File: src/rtl/core/gks_pkg.sv
// ----------------------------------------------------------------------------
// Gaussian kernel package
// Types, constants and command codes shared by the kernel generator.
// ----------------------------------------------------------------------------
`timescale 1ns / 1ps

package gks_pkg;

    localparam int MAX_TAPS_DEF = 64;
    localparam logic [31:0] LN2_Q32 = 32'd2977044472;
    localparam logic [32:0] ONE_Q32 = 33'h1_0000_0000;
    localparam logic [16:0] ONE_Q16 = 17'h1_0000;
    localparam logic [3:0] TAYLOR_TERMS = 4'd12;
    localparam int A_LIMIT_LOG2 = 21;

    typedef struct packed {
        logic [6:0]  tap_count;
        logic [15:0] sigma_q8_8;
    } req_beat_t;

    typedef struct packed {
        logic [16:0] tap_value;
        logic        last_tap;
    } tap_beat_t;

    // Datapath commands issued by the controller.
    typedef enum logic [3:0] {
        OP_NONE,
        OP_LOAD,
        OP_DIV_A,
        OP_ZERO,
        OP_DIV_K,
        OP_CAP_K,
        OP_MUL,
        OP_DIV_N,
        OP_P_UPD,
        OP_STORE,
        OP_READ,
        OP_DIV_T,
        OP_OUT,
        OP_ADV
    } dp_op_t;

    typedef struct packed {
        logic req_empty;
        logic div_done;
        logic red_done;
        logic mul_done;
        logic a_big;
        logic n_last;
        logic x_last;
        logic tap_taken;
    } dp_status_t;

    typedef enum logic [3:0] {
        ST_IDLE,
        ST_DIV_A,
        ST_WAIT_A,
        ST_DIV_K,
        ST_WAIT_K,
        ST_MUL,
        ST_WAIT_MUL,
        ST_DIV_N,
        ST_WAIT_N,
        ST_UPD,
        ST_STORE,
        ST_READ,
        ST_DIV_T,
        ST_WAIT_T,
        ST_OUT,
        ST_HOLD
    } ctrl_state_t;

endpackage

File: src/rtl/core/gaussian_kernel_sampled_top.sv
// ----------------------------------------------------------------------------
// Sampled Gaussian kernel generator
// Builds a normalized one-dimensional Gaussian kernel in Q1.16 per request.
// ----------------------------------------------------------------------------
//   Channel  Beat fields                Handshake
//   req      tap_count, sigma_q8_8      req_valid / req_stall
//   tap      tap_value, last_tap        tap_valid / tap_stall
//
// One request is handled at a time; req_stall is high until its last tap
// beat is taken. Each sample costs a division for the exponent, a 6-step
// ln2 range reduction and twelve Horner terms of a serial multiply plus a
// division; a sample far in the tail skips the exp. Each tap then costs a
// division plus output stalls. Zero-count requests are dropped.
// Reset is asynchronous and active low; a stalled tap beat holds its value.
`timescale 1ns / 1ps

module gaussian_kernel_sampled_top #(
    parameter int MAX_TAPS = gks_pkg::MAX_TAPS_DEF
) (
    input  logic               clk,
    input  logic               rst_n,
    input  logic               req_valid,
    output logic               req_stall,
    input  gks_pkg::req_beat_t req_data,
    output logic               tap_valid,
    input  logic               tap_stall,
    output gks_pkg::tap_beat_t tap_data
);

    localparam int XW = $clog2(MAX_TAPS + 1);
    localparam int NW = (2 * XW + 32 > 40) ? 2 * XW + 32 : 40;

    gks_pkg::dp_op_t     op;
    gks_pkg::dp_status_t status;

    // Sequencer.
    gks_ctrl u_ctrl (
        .clk       (clk),
        .rst_n     (rst_n),
        .req_valid (req_valid),
        .status    (status),
        .req_stall (req_stall),
        .op        (op)
    );

    // Arithmetic and storage.
    gks_datapath #(
        .MAX_TAPS (MAX_TAPS),
        .NW       (NW)
    ) u_datapath (
        .clk       (clk),
        .rst_n     (rst_n),
        .op        (op),
        .req       (req_data),
        .tap_stall (tap_stall),
        .tap_valid (tap_valid),
        .tap_data  (tap_data),
        .status    (status)
    );

endmodule

File: src/rtl/core/gks_div.sv
// ----------------------------------------------------------------------------
// Restoring divider
// Unsigned division of an NW-bit numerator by a 32-bit divisor, one
// quotient bit per cycle.
// ----------------------------------------------------------------------------
`timescale 1ns / 1ps

module gks_div #(
    parameter int NW = 48
) (
    input  logic          clk,
    input  logic          rst_n,
    input  logic          start,
    input  logic [NW-1:0] num,
    input  logic [31:0]   den,
    output logic [NW-1:0] quo,
    output logic          done
);

    localparam int CW = $clog2(NW);

    logic [NW-1:0] quo_reg;
    logic [31:0]   rem_reg;
    logic [31:0]   den_reg;
    logic [CW-1:0] cnt_reg;
    logic          busy_reg;
    logic          done_reg;
    logic [32:0]   shifted;
    logic [32:0]   diff;
    logic          ge;

    // One trial subtraction per cycle.
    assign shifted = {rem_reg, quo_reg[NW-1]};
    assign ge      = shifted >= {1'b0, den_reg};
    assign diff    = shifted - {1'b0, den_reg};

    // Control state.
    always_ff @(posedge clk or negedge rst_n)
    begin
        if (!rst_n)
        begin
            busy_reg <= 1'b0;
            done_reg <= 1'b0;
            cnt_reg  <= '0;
        end
        else
        begin
            done_reg <= 1'b0;
            if (start)
            begin
                busy_reg <= 1'b1;
                cnt_reg  <= '0;
            end
            else if (busy_reg)
            begin
                cnt_reg <= cnt_reg + 1'b1;
                if (cnt_reg == CW'(NW - 1))
                begin
                    busy_reg <= 1'b0;
                    done_reg <= 1'b1;
                end
            end
        end
    end

    // Operand and result registers. The partial remainder stays below the
    // divisor, so it always fits in 32 bits.
    always_ff @(posedge clk)
    begin
        if (start)
        begin
            quo_reg <= num;
            rem_reg <= '0;
            den_reg <= den;
        end
        else if (busy_reg)
        begin
            rem_reg <= ge ? diff[31:0] : shifted[31:0];
            quo_reg <= {quo_reg[NW-2:0], ge};
        end
    end

    assign quo  = quo_reg;
    assign done = done_reg;

endmodule

File: src/rtl/core/gks_datapath.sv
// ----------------------------------------------------------------------------
// Gaussian kernel datapath
// Sample store, running sum, exp evaluation registers, ln2 range reduction,
// serial multiplier, shared divider and output register, driven by
// controller commands.
// ----------------------------------------------------------------------------
`timescale 1ns / 1ps

module gks_datapath #(
    parameter int MAX_TAPS = gks_pkg::MAX_TAPS_DEF,
    parameter int NW       = 48
) (
    input  logic                clk,
    input  logic                rst_n,
    input  gks_pkg::dp_op_t     op,
    input  gks_pkg::req_beat_t  req,
    input  logic                tap_stall,
    output logic                tap_valid,
    output gks_pkg::tap_beat_t  tap_data,
    output gks_pkg::dp_status_t status
);

    localparam int XW = $clog2(MAX_TAPS + 1);
    localparam int AW = (MAX_TAPS > 1) ? $clog2(MAX_TAPS) : 1;

    logic [XW-1:0]      cnt_reg;
    logic [XW-1:0]      x_reg;
    logic [31:0]        den_reg;
    logic [23:0]        sum_reg;
    logic [5:0]         k_reg;
    logic [31:0]        r_reg;
    logic [32:0]        p_reg;
    logic [3:0]         n_reg;
    logic [16:0]        rd_reg;
    logic [64:0]        mp_reg;
    logic [31:0]        mr_reg;
    logic [64:0]        acc_reg;
    logic [4:0]         mcnt_reg;
    logic               mbusy_reg;
    logic               mdone_reg;
    logic [37:0]        red_reg;
    logic [37:0]        lsh_reg;
    logic [5:0]         kq_reg;
    logic [2:0]         kcnt_reg;
    logic               kbusy_reg;
    logic               kdone_reg;
    logic               out_valid_reg;
    gks_pkg::tap_beat_t out_data_reg;
    logic [16:0]        mem [MAX_TAPS];

    logic [8:0]         cnt_wide;
    logic [XW-1:0]      cnt_clamp;
    logic [15:0]        sig;
    logic [XW-1:0]      mean;
    logic [XW-1:0]      tap_off;
    logic [2*XW-1:0]    dsq;
    logic               x_last;
    logic [33:0]        rnd;
    logic [16:0]        sample;
    logic [16:0]        tap;
    logic               div_start;
    logic [NW-1:0]      div_num;
    logic [31:0]        div_den;
    logic [NW-1:0]      div_q;
    logic               div_done;
    logic               taken;

    // Request decode: clamp the count, map zero sigma to the smallest step.
    assign cnt_wide  = 9'(req.tap_count);
    assign cnt_clamp = (cnt_wide > 9'(MAX_TAPS)) ? XW'(MAX_TAPS) : XW'(cnt_wide);
    assign sig       = (req.sigma_q8_8 == 16'd0) ? 16'd1 : req.sigma_q8_8;

    // Distance of the current tap from the center.
    assign mean    = cnt_reg >> 1;
    assign tap_off = (x_reg >= mean) ? (x_reg - mean) : (mean - x_reg);
    assign dsq     = tap_off * tap_off;
    assign x_last  = (x_reg == cnt_reg - 1'b1);

    // Sample rounding from the scaled exp value, and tap saturation.
    assign rnd    = 34'(p_reg >> k_reg) + 34'd32768;
    assign sample = rnd[32:16];
    assign tap    = (div_q > NW'(gks_pkg::ONE_Q16)) ? gks_pkg::ONE_Q16 : div_q[16:0];

    // Divider operand selection.
    always_comb
    begin
        div_start = 1'b0;
        div_num   = '0;
        div_den   = 32'd1;
        case (op)
            gks_pkg::OP_DIV_A:
            begin
                div_start = 1'b1;
                div_num   = NW'({dsq, 31'b0}) + NW'(den_reg >> 1);
                div_den   = den_reg;
            end
            gks_pkg::OP_DIV_N:
            begin
                div_start = 1'b1;
                div_num   = NW'(acc_reg[64:32]);
                div_den   = 32'(n_reg);
            end
            gks_pkg::OP_DIV_T:
            begin
                div_start = 1'b1;
                div_num   = NW'({rd_reg, 16'b0}) + NW'(sum_reg[23:1]);
                div_den   = (sum_reg == 24'd0) ? 32'd1 : 32'(sum_reg);
            end
            default:
            begin
                div_start = 1'b0;
            end
        endcase
    end

    gks_div #(
        .NW(NW)
    ) u_div (
        .clk   (clk),
        .rst_n (rst_n),
        .start (div_start),
        .num   (div_num),
        .den   (div_den),
        .quo   (div_q),
        .done  (div_done)
    );

    assign taken = out_valid_reg & ~tap_stall;

    // Control registers: counters, sum, multiplier, reduction and output handshake.
    always_ff @(posedge clk or negedge rst_n)
    begin
        if (!rst_n)
        begin
            cnt_reg       <= '0;
            x_reg         <= '0;
            sum_reg       <= '0;
            n_reg         <= '0;
            mcnt_reg      <= '0;
            mbusy_reg     <= 1'b0;
            mdone_reg     <= 1'b0;
            kcnt_reg      <= '0;
            kbusy_reg     <= 1'b0;
            kdone_reg     <= 1'b0;
            out_valid_reg <= 1'b0;
        end
        else
        begin
            mdone_reg <= 1'b0;
            kdone_reg <= 1'b0;
            if (taken)
            begin
                out_valid_reg <= 1'b0;
            end
            if (mbusy_reg)
            begin
                mcnt_reg <= mcnt_reg + 1'b1;
                if (mcnt_reg == 5'd31)
                begin
                    mbusy_reg <= 1'b0;
                    mdone_reg <= 1'b1;
                end
            end
            if (kbusy_reg)
            begin
                kcnt_reg <= kcnt_reg + 1'b1;
                if (kcnt_reg == 3'd5)
                begin
                    kbusy_reg <= 1'b0;
                    kdone_reg <= 1'b1;
                end
            end
            case (op)
                gks_pkg::OP_LOAD:
                begin
                    cnt_reg <= cnt_clamp;
                    x_reg   <= '0;
                    sum_reg <= '0;
                end
                gks_pkg::OP_DIV_K:
                begin
                    kcnt_reg  <= '0;
                    kbusy_reg <= 1'b1;
                end
                gks_pkg::OP_CAP_K:
                begin
                    n_reg <= gks_pkg::TAYLOR_TERMS;
                end
                gks_pkg::OP_MUL:
                begin
                    mcnt_reg  <= '0;
                    mbusy_reg <= 1'b1;
                end
                gks_pkg::OP_P_UPD:
                begin
                    n_reg <= n_reg - 1'b1;
                end
                gks_pkg::OP_STORE:
                begin
                    sum_reg <= sum_reg + 24'(sample);
                    x_reg   <= x_last ? '0 : x_reg + 1'b1;
                end
                gks_pkg::OP_OUT:
                begin
                    out_valid_reg <= 1'b1;
                end
                gks_pkg::OP_ADV:
                begin
                    x_reg <= x_reg + 1'b1;
                end
                default:
                begin
                    cnt_reg <= cnt_reg;
                end
            endcase
        end
    end

    // Payload registers.
    always_ff @(posedge clk)
    begin
        if (mbusy_reg)
        begin
            if (mr_reg[0])
            begin
                acc_reg <= acc_reg + mp_reg;
            end
            mp_reg <= mp_reg << 1;
            mr_reg <= mr_reg >> 1;
        end
        // Range reduction by ln2: the quotient is below 64, so six
        // compare-and-subtract steps against ln2 * 2^j give k and r.
        if (kbusy_reg)
        begin
            if (red_reg >= lsh_reg)
            begin
                red_reg <= red_reg - lsh_reg;
                kq_reg  <= {kq_reg[4:0], 1'b1};
            end
            else
            begin
                kq_reg <= {kq_reg[4:0], 1'b0};
            end
            lsh_reg <= lsh_reg >> 1;
        end
        case (op)
            gks_pkg::OP_LOAD:
            begin
                den_reg <= sig * sig;
            end
            gks_pkg::OP_ZERO:
            begin
                p_reg <= '0;
                k_reg <= '0;
            end
            gks_pkg::OP_DIV_K:
            begin
                red_reg <= {1'b0, div_q[gks_pkg::A_LIMIT_LOG2-1:0], 16'b0};
                lsh_reg <= {1'b0, gks_pkg::LN2_Q32, 5'b0};
                kq_reg  <= '0;
            end
            gks_pkg::OP_CAP_K:
            begin
                k_reg <= kq_reg;
                r_reg <= red_reg[31:0];
                p_reg <= gks_pkg::ONE_Q32;
            end
            gks_pkg::OP_MUL:
            begin
                mp_reg  <= 65'(p_reg);
                mr_reg  <= r_reg;
                acc_reg <= '0;
            end
            gks_pkg::OP_P_UPD:
            begin
                p_reg <= gks_pkg::ONE_Q32 - div_q[32:0];
            end
            gks_pkg::OP_OUT:
            begin
                out_data_reg.tap_value <= tap;
                out_data_reg.last_tap  <= x_last;
            end
            default:
            begin
                den_reg <= den_reg;
            end
        endcase
    end

    // Sample store, one write or one registered read per cycle.
    always_ff @(posedge clk)
    begin
        if (op == gks_pkg::OP_STORE)
        begin
            mem[x_reg[AW-1:0]] <= sample;
        end
        if (op == gks_pkg::OP_READ)
        begin
            rd_reg <= mem[x_reg[AW-1:0]];
        end
    end

    assign status.req_empty = (req.tap_count == 7'd0);
    assign status.div_done  = div_done;
    assign status.red_done  = kdone_reg;
    assign status.mul_done  = mdone_reg;
    assign status.a_big     = |div_q[NW-1:gks_pkg::A_LIMIT_LOG2];
    assign status.n_last    = (n_reg == 4'd1);
    assign status.x_last    = x_last;
    assign status.tap_taken = taken;

    assign tap_valid = out_valid_reg;
    assign tap_data  = out_data_reg;

endmodule

File: src/rtl/core/gks_ctrl.sv
// ----------------------------------------------------------------------------
// Gaussian kernel controller
// Sequences sample generation, exp evaluation, normalization and output.
// ----------------------------------------------------------------------------
`timescale 1ns / 1ps

module gks_ctrl (
    input  logic                clk,
    input  logic                rst_n,
    input  logic                req_valid,
    input  gks_pkg::dp_status_t status,
    output logic                req_stall,
    output gks_pkg::dp_op_t     op
);

    gks_pkg::ctrl_state_t state_reg;
    gks_pkg::ctrl_state_t state_next;

    // State register.
    always_ff @(posedge clk or negedge rst_n)
    begin
        if (!rst_n)
        begin
            state_reg <= gks_pkg::ST_IDLE;
        end
        else
        begin
            state_reg <= state_next;
        end
    end

    // Next state.
    always_comb
    begin
        state_next = state_reg;
        case (state_reg)
            gks_pkg::ST_IDLE:
            begin
                if (req_valid && !status.req_empty)
                begin
                    state_next = gks_pkg::ST_DIV_A;
                end
            end
            gks_pkg::ST_DIV_A:    state_next = gks_pkg::ST_WAIT_A;
            gks_pkg::ST_WAIT_A:
            begin
                if (status.div_done)
                begin
                    state_next = status.a_big ? gks_pkg::ST_STORE : gks_pkg::ST_DIV_K;
                end
            end
            gks_pkg::ST_DIV_K:    state_next = gks_pkg::ST_WAIT_K;
            gks_pkg::ST_WAIT_K:
            begin
                if (status.red_done)
                begin
                    state_next = gks_pkg::ST_MUL;
                end
            end
            gks_pkg::ST_MUL:      state_next = gks_pkg::ST_WAIT_MUL;
            gks_pkg::ST_WAIT_MUL:
            begin
                if (status.mul_done)
                begin
                    state_next = gks_pkg::ST_DIV_N;
                end
            end
            gks_pkg::ST_DIV_N:    state_next = gks_pkg::ST_WAIT_N;
            gks_pkg::ST_WAIT_N:
            begin
                if (status.div_done)
                begin
                    state_next = gks_pkg::ST_UPD;
                end
            end
            gks_pkg::ST_UPD:
            begin
                state_next = status.n_last ? gks_pkg::ST_STORE : gks_pkg::ST_MUL;
            end
            gks_pkg::ST_STORE:
            begin
                state_next = status.x_last ? gks_pkg::ST_READ : gks_pkg::ST_DIV_A;
            end
            gks_pkg::ST_READ:     state_next = gks_pkg::ST_DIV_T;
            gks_pkg::ST_DIV_T:    state_next = gks_pkg::ST_WAIT_T;
            gks_pkg::ST_WAIT_T:
            begin
                if (status.div_done)
                begin
                    state_next = gks_pkg::ST_OUT;
                end
            end
            gks_pkg::ST_OUT:      state_next = gks_pkg::ST_HOLD;
            gks_pkg::ST_HOLD:
            begin
                if (status.tap_taken)
                begin
                    state_next = status.x_last ? gks_pkg::ST_IDLE : gks_pkg::ST_READ;
                end
            end
            default:              state_next = gks_pkg::ST_IDLE;
        endcase
    end

    // Commands and input stall.
    always_comb
    begin
        op        = gks_pkg::OP_NONE;
        req_stall = 1'b1;
        case (state_reg)
            gks_pkg::ST_IDLE:
            begin
                req_stall = 1'b0;
                if (req_valid && !status.req_empty)
                begin
                    op = gks_pkg::OP_LOAD;
                end
            end
            gks_pkg::ST_DIV_A:    op = gks_pkg::OP_DIV_A;
            gks_pkg::ST_WAIT_A:
            begin
                if (status.div_done && status.a_big)
                begin
                    op = gks_pkg::OP_ZERO;
                end
            end
            gks_pkg::ST_DIV_K:    op = gks_pkg::OP_DIV_K;
            gks_pkg::ST_WAIT_K:
            begin
                if (status.red_done)
                begin
                    op = gks_pkg::OP_CAP_K;
                end
            end
            gks_pkg::ST_MUL:      op = gks_pkg::OP_MUL;
            gks_pkg::ST_DIV_N:    op = gks_pkg::OP_DIV_N;
            gks_pkg::ST_UPD:      op = gks_pkg::OP_P_UPD;
            gks_pkg::ST_STORE:    op = gks_pkg::OP_STORE;
            gks_pkg::ST_READ:     op = gks_pkg::OP_READ;
            gks_pkg::ST_DIV_T:    op = gks_pkg::OP_DIV_T;
            gks_pkg::ST_OUT:      op = gks_pkg::OP_OUT;
            gks_pkg::ST_HOLD:
            begin
                if (status.tap_taken)
                begin
                    op = gks_pkg::OP_ADV;
                end
            end
            default:              op = gks_pkg::OP_NONE;
        endcase
    end

endmodule

File: config.mk
export PLATFORM = sky130hd
export DESIGN_NAME = gaussian_kernel_sampled_top
export DESIGN_NICKNAME = d
export VERILOG_FILES = /design/src/rtl/core/gks_pkg.sv /design/src/rtl/core/gaussian_kernel_sampled_top.sv /design/src/rtl/core/gks_div.sv /design/src/rtl/core/gks_datapath.sv /design/src/rtl/core/gks_ctrl.sv
export SDC_FILE = /design/constraint.sdc
export NUM_CORES = 2
export LEC_CHECK = 0
export ABC_AREA = 1
export BUFFER_PORTS_ARGS = -buffer_cell sky130_fd_sc_hd__buf_4
export CAP_MARGIN = 20
export CORE_MARGIN = 2
export CORE_UTILIZATION = 51
export CTS_BUF_LIST = sky130_fd_sc_hd__clkbuf_8
export DETAILED_ROUTE_END_ITERATION = 10
export GPL_TIMING_DRIVEN = 1
export PLACE_DENSITY = 0.66
export SLEW_MARGIN = 5
export SYNTH_ARGS = -nofsm -noshare
export SYNTH_HDL_FRONTEND = slang
export SYNTH_SLANG_ARGS = --single-unit
File: constraint.sdc
create_clock -name clk -period 10.8 [get_ports clk]
set_input_delay 1.62 -clock clk [delete_from_list [all_inputs] [get_ports clk]]
set_output_delay 1.62 -clock clk [all_outputs]
set_load 0.01 [all_outputs]
==> summary.md <==
The flow ran to the end, and the final reports show no timing, DRC or antenna violations. The total standard cell area after synthesis was 84900 sq um; the average routed wire per standard cell was 22.2 microns. After detailed routing, the number of vias per cell comes to 5.68. The critical path data arrival time was 7.40 ns; the post-synthesis async set-or-reset flop share was 0.0407. The largest voltage drop on the vdd net is 0.285 mV, and the area share of the largest cell type after synthesis is 0.492.

The area growth from synthesis to layout was 9.77%; the count of maximum capacitance violations was 0. Pin slew with the least headroom to its limit: 1.22 ns. The critical path in this run is classified as reg2reg.

The H-tree was split into 5 levels. The via count of the first global-routing pass is 61900, and the count of input and output buffers is 46. The slowest cell on the critical path is dfrtp_1.

The startpoint type of the worst setup path is a flip-flop. The final cycle utilization of the critical path works out to 0.623. After clock tree synthesis, the clock-pin slew on the worst setup and hold paths is 0.06 ns. The endpoint of the worst register-to-register path is u_datapath.u_div.quo[43]$_DFFE_PP_.

The run gives 0.292 as the total routing usage reported by global routing. The tools report the post-detailed-placement cell area as 87800 sq um. The startpoint identified for the worst register-to-register timing path is u_datapath.x_reg[3]$_DFFE_PN0P_. Entering global routing, the biggest net connects 123 pins. The number of buffers on the longest clock path was 4. The number of sinks driven by the clock tree was 1645. After synthesis, the cell types taking the most area are edfxtp_1 49%, nand2_1 10%, inv_1 4.6%. The first global-routing pass estimated 374 mm of wire. The delay of the slowest cell on the worst path was 0.62 ns. The max-slew headroom at the worst pin was 0.176; the DRC violation total after the first TritonRoute iteration was 6816. Share of cells above drive strength 1: 0.0760.

The initialized floorplan defines 149 standard-cell rows. The most common cell in the synthesized netlist is nand2_1. The run gives 1.05 ns as the insertion delay of the later-clocked pin in the worst-skew pair. The run gives 149 MHz as the achievable clock frequency.

The run gives 0 as the global route total overflow. Counting flops and latches in the post-synthesis netlist gives 1645. Hold repair after CTS inserted 0 buffers. The floorplan die height was 412 microns. In this run the worst hold path is classified as in2async. TritonCTS built the clock tree. The setup TNS after final layout is 0 ns. For flop-to-flop paths, the worst setup slack is 4.07 ns. The clock period minus worst slack came out at 6.73 ns. At the end of routability-driven placement, the weighted congestion stood at 0.959. Clock tree synthesis inserted a total of 291 buffers.

In this run the worst setup path begins at u_datapath.x_reg[3]$_DFFE_PN0P_. On the final layout, the worst clock skew is 0.126 ns. In this run the horizontal extent of the chip is 412 microns. The largest total area in the synthesized netlist belongs to edfxtp_1.

The master cell of the clock root buffer is clkbuf_8. The flip-flop count of the largest register, all copies and words added is 1088, and the number of antenna violations at the first check in global routing is 5. The final routed wirelength across all metal layers came out at 250 mm. The leakage power total is 40.9 nW. The cell occurring most often along the worst timing path is nand2_1.

The net count of the finished layout is 9396. The Yosys warning count is 0, and the average footprint of a synthesized cell is 9.76 sq um. The commonest cells after synthesis are 2321 x nand2_1, 1389 x edfxtp_1, 1049 x inv_1, 743 x nor2_1, 407 x nand3_1.

The share of synthesized area occupied by flip-flops and latches is 0.556, and the count of buffers added by post-CTS timing repair for setup is 0. The ratio of total power to cell area works out to 167 nW/um^2. Summing all non-filler instances in the final layout gives an area of 93100 sq um. The logic depth of the worst register-to-register path is 27. The post-route antenna net violation count came out at 0.

In this run the standard cell core region covers 165000 sq um. The HPWL after detailed placement came out at 169 mm. Pin placement for this block handled 47 I/O pins. Yosys mapped a number of flops with a built-in enable equal to 1389. The routed layout has 64000 vias. STA classifies the critical path endpoint as a flip-flop. The number of setup violations in the final report came out at 0.

The first TritonRoute pass finished after 7 iterations. The largest driver fanout on the critical path came out at 11. The final-report max-slew violation count is 0, and the number of cells upsized or downsized after cts is 0. The die covers 170000 sq um. The design draws 0.0156 W. The initial standard-cell utilization of the core was 0.514. The logs give 11.47 ns for the required time at the endpoint of the critical path and 69 for the number of distinct library cells after synthesis. After detailed routing, the number of remaining DRC violations is 0. When the netlist entered floorplanning its net count stood at 9209. Among all flip-flop cells after synthesis, the most frequent one is edfxtp_1. The final count of hold timing violations came out at 0. Setup repair after global routing left no endpoint under its margin. In the synthesized netlist, the number of instances is 8697.
-- how the worst max path moves through the flow --
stage / end / depth (start not counted)
4_1_cts: u_datapath.u_div.quo[43]$_DFFE_PP_ / 27
3_5_place_dp: u_datapath.den_reg[30]$_DFFE_PP_ / 25
2_1_floorplan: u_datapath.den_reg[27]$_DFFE_PP_ / 21
3_3_place_gp: u_datapath.den_reg[30]$_DFFE_PP_ / 25
5_1_grt: u_datapath.u_div.quo[44]$_DFFE_PP_ / 24
6_report: u_datapath.u_div.quo[43]$_DFFE_PP_ / 27
-- layout make-up --
type | count | area (sq um)
Sequential cell | 1645 | 47200
Clock buffer | 305 | 4200
Fill cell | 14500 | 72000
Tap cell | 2189 | 2740
Antenna cell | 6 | 15.0
Multi-Input combinational cell | 5682 | 32400
Clock inverter | 181 | 1030
Timing Repair Buffer | 186 | 1510
Inverter | 1078 | 4060
-- per-layer routing --
layer / part of all wire / vias up / global-route usage
met1: 0.41 / 31000 / 0.383
met3: 0.077 / 507 / 0.0486
li1: - / 29900 / -
met4: 0.042 / 0 / 0.123
met2: 0.48 / 2599 / 0.480
met5: 0 / - / 0
-- per-stage QoR --
stage	worst slack (ns)	hold WS, ns	utilization	instances
floorplan	3.80	0.431	-	8697
global placement	3.46	0.440	0.531	10800
detailed placement	3.46	0.448	0.532	10800
CTS	4.08	0.363	0.563	11300
global route	3.63	0.403	0.564	11300
finish	4.07	0.460	0.564	11300
-- critical path, delay by kind of cell (launching register included) --
family	cells	cell delay, ns
fa+ha+maj	6	2.79
simple gates	12	1.45
buf+inv	4	0.64
flops	1	0.62
xor+xnor	1	0.44
compound gates	4	0.40
-- layout by cell type, fill, tap and decap left out, drive strengths merged, types with 24 or more instances in the layout --
master / count
nand2: 2333
ha: 299
a22oi: 156
dfrtp: 67
nand3b: 27
buf: 185
fa: 186
inv: 1167
clkinv: 75
o21bai: 32
dfxtp: 189
a211oi: 31
nand4: 144
xor2: 100
nor2: 759
and3: 27
nand3: 416
nor3: 85
edfxtp: 1389
a21oi: 385
clkbuf: 306
a221oi: 107
nor4: 24
o211ai: 35
o21ai: 326
xnor2: 56
-- report_power, final --
part	internal, W	leakage [nW]	switching (W)
clock	0.00286	3.01	0.00252
combinational	0.00118	20.6	0.00204
sequential	0.00696	17.3	0.000000208
total	0.0110	40.9	0.00456
-- cell families after synthesis --
group / synth area share
buf+inv: 0.0637
simple gates: 0.188
fa+ha+maj: 0.0880
flops: 0.556
xor+xnor: 0.0163
compound gates: 0.0884
No activity file was read; power rests on OpenSTA's default activity.
